--- src/design/hsd_pkg.sv ---
package hsd_pkg;

	localparam int TIME_BITS = 32;

	localparam logic [1:0] FUNC_SAMPLE     = 2'd0;
	localparam logic [1:0] FUNC_ZERO_STEPS = 2'd1;
	localparam logic [1:0] FUNC_CLEAR      = 2'd2;

	localparam logic [2:0] HALL_NONE    = 3'd0;
	localparam logic [2:0] HALL_INVALID = 3'd7;

	localparam logic signed [1:0] DIR_NONE = 2'sd0;
	localparam logic signed [1:0] DIR_POS  = 2'sd1;
	localparam logic signed [1:0] DIR_NEG  = -2'sd1;

	localparam logic [15:0] ERR_MAX = 16'hFFFF;

	// successor of a hall code in the positive commutation order 1-3-2-6-4-5
	function automatic logic [2:0] next_positive(input logic [2:0] code);
		logic [2:0] nxt;
		unique case (code)
			3'd1: nxt = 3'd3;
			3'd2: nxt = 3'd6;
			3'd3: nxt = 3'd2;
			3'd4: nxt = 3'd5;
			3'd5: nxt = 3'd1;
			3'd6: nxt = 3'd4;
			default: nxt = HALL_NONE;
		endcase
		return nxt;
	endfunction

	function automatic logic code_valid(input logic [2:0] code);
		return (code != HALL_NONE) && (code != HALL_INVALID);
	endfunction

endpackage

--- src/design/hsd_ram.sv ---
module hsd_ram #(
	parameter int WIDTH = 32,
	parameter int DEPTH = 16
) (
	input  logic                     clk,
	input  logic                     we,
	input  logic [$clog2(DEPTH)-1:0] waddr,
	input  logic [WIDTH-1:0]         wdata,
	input  logic [$clog2(DEPTH)-1:0] raddr,
	output logic [WIDTH-1:0]         rdata
);

	logic [WIDTH-1:0] mem [DEPTH];
	logic [WIDTH-1:0] rdata_q;

	always_ff @(posedge clk) begin
		if (we) begin
			mem[waddr] <= wdata;
		end
		rdata_q <= mem[raddr];
	end

	assign rdata = rdata_q;

endmodule

--- src/design/hall_step_decoder_with_period_window.sv ---
// channel | direction | handshake           | payload
// in      | to block  | in_valid / in_ready | func, hall_code, timestamp
// out     | from block| out_valid/out_ready | active_code, step_count, direction,
//         |           |                     | error_count, interval_sum,
//         |           |                     | intervals_held, step_seen, error_seen
//
// One beat per cycle sustained while out_ready is high; the result beat passes through
// the input register, then the result register. The interval ring is a RAM whose
// registered read is issued ahead for the next write slot.
// Reset clears all control state at once; the ring needs no clearing pass.
// A stalled output holds the result register and the input register; in_ready
// drops only when both are full and out_ready is low.
module hall_step_decoder_with_period_window #(
	parameter int WINDOW = 16
) (
	input  logic                                clk,
	input  logic                                arst_n,
	input  logic                                in_valid,
	output logic                                in_ready,
	input  logic [1:0]                          func,
	input  logic [2:0]                          hall_code,
	input  logic [31:0]                         timestamp,
	output logic                                out_valid,
	input  logic                                out_ready,
	output logic [2:0]                          active_code,
	output logic [31:0]                         step_count,
	output logic signed [1:0]                   direction,
	output logic [15:0]                         error_count,
	output logic [hsd_pkg::TIME_BITS+$clog2(WINDOW)-1:0] interval_sum,
	output logic [$clog2(WINDOW+1)-1:0]         intervals_held,
	output logic                                step_seen,
	output logic                                error_seen
);

	localparam int TW     = hsd_pkg::TIME_BITS;
	localparam int IDX_W  = $clog2(WINDOW);
	localparam int HELD_W = $clog2(WINDOW + 1);
	localparam int SUM_W  = TW + IDX_W;

	logic              valid_s1;
	logic [1:0]        func_s1;
	logic [2:0]        code_s1;
	logic [TW-1:0]     ts_s1;
	logic              advance;
	logic              fire;

	logic [2:0]        hall_q, hall_d;
	logic [31:0]       steps_q, steps_d;
	logic signed [1:0] dir_q, dir_d;
	logic [15:0]       errors_q, errors_d;
	logic [TW-1:0]     last_q, last_d;
	logic              have_q, have_d;
	logic [IDX_W-1:0]  idx_q, idx_d;
	logic              full_q, full_d;
	logic [SUM_W-1:0]  sum_q, sum_d;

	logic              ring_we;
	logic [TW-1:0]     interval;
	logic [TW-1:0]     ring_rdata;
	logic              step_flag, err_flag, err_inc, edge_seen;

	logic              valid_s2;
	logic [2:0]        hall_s2;
	logic [31:0]       steps_s2;
	logic signed [1:0] dir_s2;
	logic [15:0]       errors_s2;
	logic [SUM_W-1:0]  sum_s2;
	logic [HELD_W-1:0] held_s2;
	logic              step_s2, err_s2;

	assign advance  = !valid_s2 || out_ready;
	assign in_ready = !valid_s1 || advance;
	assign fire     = valid_s1 && advance;
	assign interval = ts_s1 - last_q;

	hsd_ram #(
		.WIDTH(TW),
		.DEPTH(WINDOW)
	) u_ring (
		.clk  (clk),
		.we   (ring_we),
		.waddr(idx_q),
		.wdata(interval),
		.raddr(idx_d),
		.rdata(ring_rdata)
	);

	always_comb begin
		hall_d    = hall_q;
		steps_d   = steps_q;
		dir_d     = dir_q;
		errors_d  = errors_q;
		last_d    = last_q;
		have_d    = have_q;
		idx_d     = idx_q;
		full_d    = full_q;
		sum_d     = sum_q;
		ring_we   = 1'b0;
		step_flag = 1'b0;
		err_flag  = 1'b0;
		err_inc   = 1'b0;
		edge_seen = 1'b0;
		if (fire) begin
			unique case (func_s1)
				hsd_pkg::FUNC_SAMPLE: begin
					if (hall_q == hsd_pkg::HALL_NONE) begin
						if (hsd_pkg::code_valid(code_s1)) begin
							hall_d = code_s1;
						end else if (code_s1 == hsd_pkg::HALL_INVALID) begin
							err_inc = 1'b1;
						end
					end else if (code_s1 != hall_q) begin
						edge_seen = 1'b1;
						if (!hsd_pkg::code_valid(code_s1)) begin
							err_inc = 1'b1;
						end else begin
							if (hsd_pkg::next_positive(hall_q) == code_s1) begin
								step_flag = 1'b1;
								dir_d     = hsd_pkg::DIR_POS;
							end else if (hsd_pkg::next_positive(code_s1) == hall_q) begin
								step_flag = 1'b1;
								dir_d     = hsd_pkg::DIR_NEG;
							end else begin
								err_inc = 1'b1;
							end
							hall_d = code_s1;
						end
					end
					if (step_flag) begin
						steps_d = steps_q + 32'd1;
					end
					if (err_inc) begin
						err_flag = 1'b1;
						if (errors_q != hsd_pkg::ERR_MAX) begin
							errors_d = errors_q + 16'd1;
						end
					end
					if (edge_seen) begin
						last_d = ts_s1;
						have_d = 1'b1;
						if (have_q) begin
							ring_we = 1'b1;
							sum_d   = sum_q + SUM_W'(interval)
							        - (full_q ? SUM_W'(ring_rdata) : '0);
							if (idx_q == IDX_W'(WINDOW - 1)) begin
								idx_d  = '0;
								full_d = 1'b1;
							end else begin
								idx_d = idx_q + IDX_W'(1);
							end
						end
					end
				end
				hsd_pkg::FUNC_ZERO_STEPS: begin
					steps_d = '0;
				end
				hsd_pkg::FUNC_CLEAR: begin
					steps_d  = '0;
					dir_d    = hsd_pkg::DIR_NONE;
					errors_d = '0;
					last_d   = '0;
					have_d   = 1'b0;
					idx_d    = '0;
					full_d   = 1'b0;
					sum_d    = '0;
				end
				default: begin
				end
			endcase
		end
	end

	always_ff @(posedge clk or negedge arst_n) begin
		if (!arst_n) begin
			valid_s1 <= 1'b0;
			valid_s2 <= 1'b0;
			hall_q   <= hsd_pkg::HALL_NONE;
			steps_q  <= '0;
			dir_q    <= hsd_pkg::DIR_NONE;
			errors_q <= '0;
			last_q   <= '0;
			have_q   <= 1'b0;
			idx_q    <= '0;
			full_q   <= 1'b0;
			sum_q    <= '0;
		end else begin
			if (in_ready) begin
				valid_s1 <= in_valid;
			end
			if (advance) begin
				valid_s2 <= valid_s1;
			end
			hall_q   <= hall_d;
			steps_q  <= steps_d;
			dir_q    <= dir_d;
			errors_q <= errors_d;
			last_q   <= last_d;
			have_q   <= have_d;
			idx_q    <= idx_d;
			full_q   <= full_d;
			sum_q    <= sum_d;
		end
	end

	always_ff @(posedge clk) begin
		if (in_valid && in_ready) begin
			func_s1 <= func;
			code_s1 <= hall_code;
			ts_s1   <= timestamp;
		end
		if (fire) begin
			hall_s2   <= hall_d;
			steps_s2  <= steps_d;
			dir_s2    <= dir_d;
			errors_s2 <= errors_d;
			sum_s2    <= sum_d;
			held_s2   <= full_d ? HELD_W'(WINDOW) : HELD_W'(idx_d);
			step_s2   <= step_flag;
			err_s2    <= err_flag;
		end
	end

	assign out_valid      = valid_s2;
	assign active_code    = hall_s2;
	assign step_count     = steps_s2;
	assign direction      = dir_s2;
	assign error_count    = errors_s2;
	assign interval_sum   = sum_s2;
	assign intervals_held = held_s2;
	assign step_seen      = step_s2;
	assign error_seen     = err_s2;

endmodule
--- config.mk ---
export PLATFORM = sky130hd
export DESIGN_NAME = hall_step_decoder_with_period_window
export DESIGN_NICKNAME = d
export VERILOG_FILES = /design/src/design/hsd_pkg.sv /design/src/design/hsd_ram.sv /design/src/design/hall_step_decoder_with_period_window.sv
export SDC_FILE = /design/constraint.sdc
export NUM_CORES = 1
export LEC_CHECK = 0
export BUFFER_PORTS_ARGS = -buffer_cell sky130_fd_sc_hd__buf_2
export CELL_PAD_IN_SITES_DETAIL_PLACEMENT = 1
export CELL_PAD_IN_SITES_GLOBAL_PLACEMENT = 2
export CORE_MARGIN = 3
export CORE_UTILIZATION = 45
export CTS_CLUSTER_DIAMETER = 150
export DETAILED_ROUTE_END_ITERATION = 16
export PLACE_DENSITY = 0.85
export SETUP_SLACK_MARGIN = 0.3
export SYNTH_ARGS = -nofsm -noshare
export SYNTH_HDL_FRONTEND = slang
export SYNTH_SLANG_ARGS = --single-unit
export TNS_END_PERCENT = 30
--- constraint.sdc ---
create_clock -name clk -period 6.73 [get_ports clk]
set_input_delay 1.0095 -clock clk [delete_from_list [all_inputs] [get_ports clk]]
set_output_delay 1.0095 -clock clk [all_outputs]
set_load 0.1 [all_outputs]
==> metrics <==
clock power share=25.5%; top-count cell post-synth=edfxtp_1; Critical R2R Launch=last_q[0]$_DFFE_PN0P_; CORE AREA=76300 µm²; initial drt markers=1510; Worst Setup SP=last_q[0]$_DFFE_PN0P_; drt pass-1 iters=5; Detail Placement HPWL=58.8 mm; sequential fraction of the synthesis area=66.6%; fin. max-slew vios=0; # nets final=2738; ratio of cells with drive above 1 in the final layout=16.3%; vias per cell=5.80; Die W=284 µm; Max Cap Viol=0; reg2reg path depth=24; CP endpoint=interval_sum[35]$_DFFE_PP_; die area=80900 µm²; synth warn=0; critical path type=reg2reg; crit path max fanout=5; list of most frequent post-synthesis cells=edfxtp_1 (645), nand2_1 (185), inv_1 (170), dfrtp_1 (129), mux2i_1 (129); CP required=7150 ps; Bufs on Longest Clock Path=3; filler cell count=7523; Reg-to-Reg End=interval_sum[35]$_DFFE_PP_; largest net degree at the start of global routing=112; Max H-tree Level=3; #FFs+latches synth=806; Reg clk slew, reported paths=60 ps; fin crit share=92.4%; Tmin final=6220 ps; Primary FF master, synth=edfxtp_1; CP Capture Type=register; global-route usage over all layers=23.5%; Logic pwr share=38.3%; Sequential Power Share=36.1%; synthesized area per cell=14.4 µm²; post-cts resize count=0; Setup Skew=27.1 ps; fmax=161 MHz; Clk Latency, worst-skew pair=650 ps; number of synthesized flops with an enable pin=645; clock root cell=clkbuf_16; total wire length=95.1 mm; antenna-violating nets left=0; Site Rows=101; internal cell power=11500 µW; status=finished, final reports clean; Final Hold Vio Count=0; crit start category=register; cell taking the most area after synthesis=edfxtp_1; synth top area cells=edfxtp_1 (56%), dfrtp_1 (9.3%), mux4_2 (4.0%), mux2i_1 (3.7%), ha_1 (2.6%); vias in the first global route=23254; Yosys cell types=79; Power Dens Cells=465 nW/µm²; Worst-Margin Slew=1400 ps; total gr overflow=0; initial core utilization=45.7%; drt drc=0; initial antenna violation count=5; Slew headroom=6.40%; crit path DAT=6630 ps; Final setup viols=0; cts hold-fix bufs=0; Sw Share=37.6%; mapped cell area=34900 µm²; r2r setup slk=510 ps; PnR worst setup slack=514 ps; IO Pins=139; Syn Inst Count=2427; number of I/O port buffers=138; setup TNS=0 ps; DR vias=21425; switching power total=6930 µW; first-pass GRT wire length=145 mm; wire per inst=25.8 µm; Setup Buffers After CTS=0; post-synth top area share=55.5%; RSZ-0062 raised after global routing=true; DP Worst Slack=557 ps; total CTS buffers=82; Area Growth Syn to Fin=13.8%; # clock sinks=806; CTS tree=yes; static leakage=0.0146 µW; syn_nets=2574; Peak VDD IR=0.262 mV; routability cong.=0.844; Post-synth ARST share=16.0%; Vert. Die Dim=284 µm; Hold WC Path Type=in2async
[worst min-delay path by stage]
stage,start,endpoint,slack (ps),cells after the start
after CTS,arst_n,errors_q[9]$_DFF_PN0_,400,1
after detailed placement,last_q[11]$_DFFE_PN0P_,last_q[11]$_DFFE_PN0P_,480,1
after global placement,last_q[0]$_DFFE_PN0P_,last_q[0]$_DFFE_PN0P_,480,2
after floorplan,last_q[0]$_DFFE_PN0P_,last_q[0]$_DFFE_PN0P_,460,2
after global routing,arst_n,errors_q[7]$_DFF_PN0_,440,1
final,arst_n,errors_q[8]$_DFF_PN0_,390,1
[layer usage]
layer | vias to the layer above | share of wire, % | track usage (%)
li1 | 9353 | - | -
met1 | 11158 | 40 | 29.9
met5 | - | 0.0084 | 0
met2 | 754 | 51 | 41.1
met4 | 2 | 2.7 | 7.83
met3 | 158 | 6.1 | 3.55
[kinds of logic (layout without fill, tap and decap cells)]
| group | count (synthesis) | in the layout | synth area share, % |
|---|---|---|---|
| compound gates | 442 | 442 | 8.40 |
| xor+xnor | 99 | 99 | 2.48 |
| fa+ha+maj | 106 | 106 | 4.51 |
| buf+inv | 274 | 508 | 3.26 |
| flops | 806 | 806 | 66.6 |
| mux | 196 | 196 | 7.86 |
| other cells | 0 | 1 | 0 |
| simple gates | 504 | 504 | 6.89 |
[critical path, stage by stage, from the launching register on]
cell and delay, ps:
dfrtp_1 390, ha_1 230, fa_1 420, nor2b_1 130, o21a_1 120, o21ai_0 140
a2111oi_0 500, buf_4 220, o21ai_0 200, a31oi_1 240, buf_4 170, a21oi_1 70
o21bai_1 260, xnor2_1 130, fa_1 520, inv_1 50, ha_1 370, and3_1 250
nand4_1 140, or2_2 300, a31oi_1 190, o31ai_1 140, a21o_1 200, a211o_1 270
o311ai_1 340
[area by class of cell]
class,count,area [µm²],area share [%]
sequential,806,23200,58.5
multi-input combinational,1347,10700,27.0
clock buffer,104,2250,5.66
tap,1030,1290,3.25
timing repair buffer,180,1020,2.56
inverter,174,666,1.68
clock inverter,50,544,1.37
antenna,1,2.50,0.00630
[registers in the layout, summed over array words and instances (netlist names), 2 cells and up]
name,flops
sum_q,36
u_ring.mem,512
direction,2
intervals_held,5
interval_sum,36
step_count,32
hall_q,3
u_ring.rdata,32
errors_q,16
code_s1,3
active_code,3
ts_s1,32
func_s1,2
dir_q,2
last_q,32
steps_q,32
error_count,16
idx_q,4
[per-stage QoR]
step	cell area, µm²	hold WS, ps	utilization [%]	instances	total power [µW]
floorplan	34900	460	-	2427	11900
global placement	36900	481	48.3	3536	13500
detailed placement	36900	484	48.3	3536	13700
CTS	39700	403	52.0	3690	18500
global route	39700	436	52.0	3691	19500
finish	39700	389	52.0	3692	18500
[cells in the final DEF (no fill, tap or decap), types with 16 or more instances in the layout]
cell type and n:
nor2b_1 20, dfxtp_1 32, clkbuf_16 83, ha_1 73, nand4_1 25, and2_1 39, or3_1 18, edfxtp_1 645
buf_2 137, nor2_1 86, dfrtp_1 129, mux2i_1 129, o22ai_1 69, and3_1 16, a211oi_1 37, a21oi_1 79
a21o_1 44, nand2_1 185, buf_4 41, nand2b_1 16, inv_1 169, fa_1 33, nand3_1 35, o21ai_0 83
mux4_2 62, xor2_1 51, clkinv_2 25, xnor2_1 44, nor3_1 19, a22o_1 35
[power by group through the flow]
stage	combinational, µW	sequential (µW)	clock [µW]
final	7080	6670	4710
after detailed placement	6980	6760	0
after floorplan	4680	7190	0
after global routing	7800	6710	5010
after CTS	7060	6670	4790
after global placement	6730	6740	0
(Power assumes the default switching activity.)
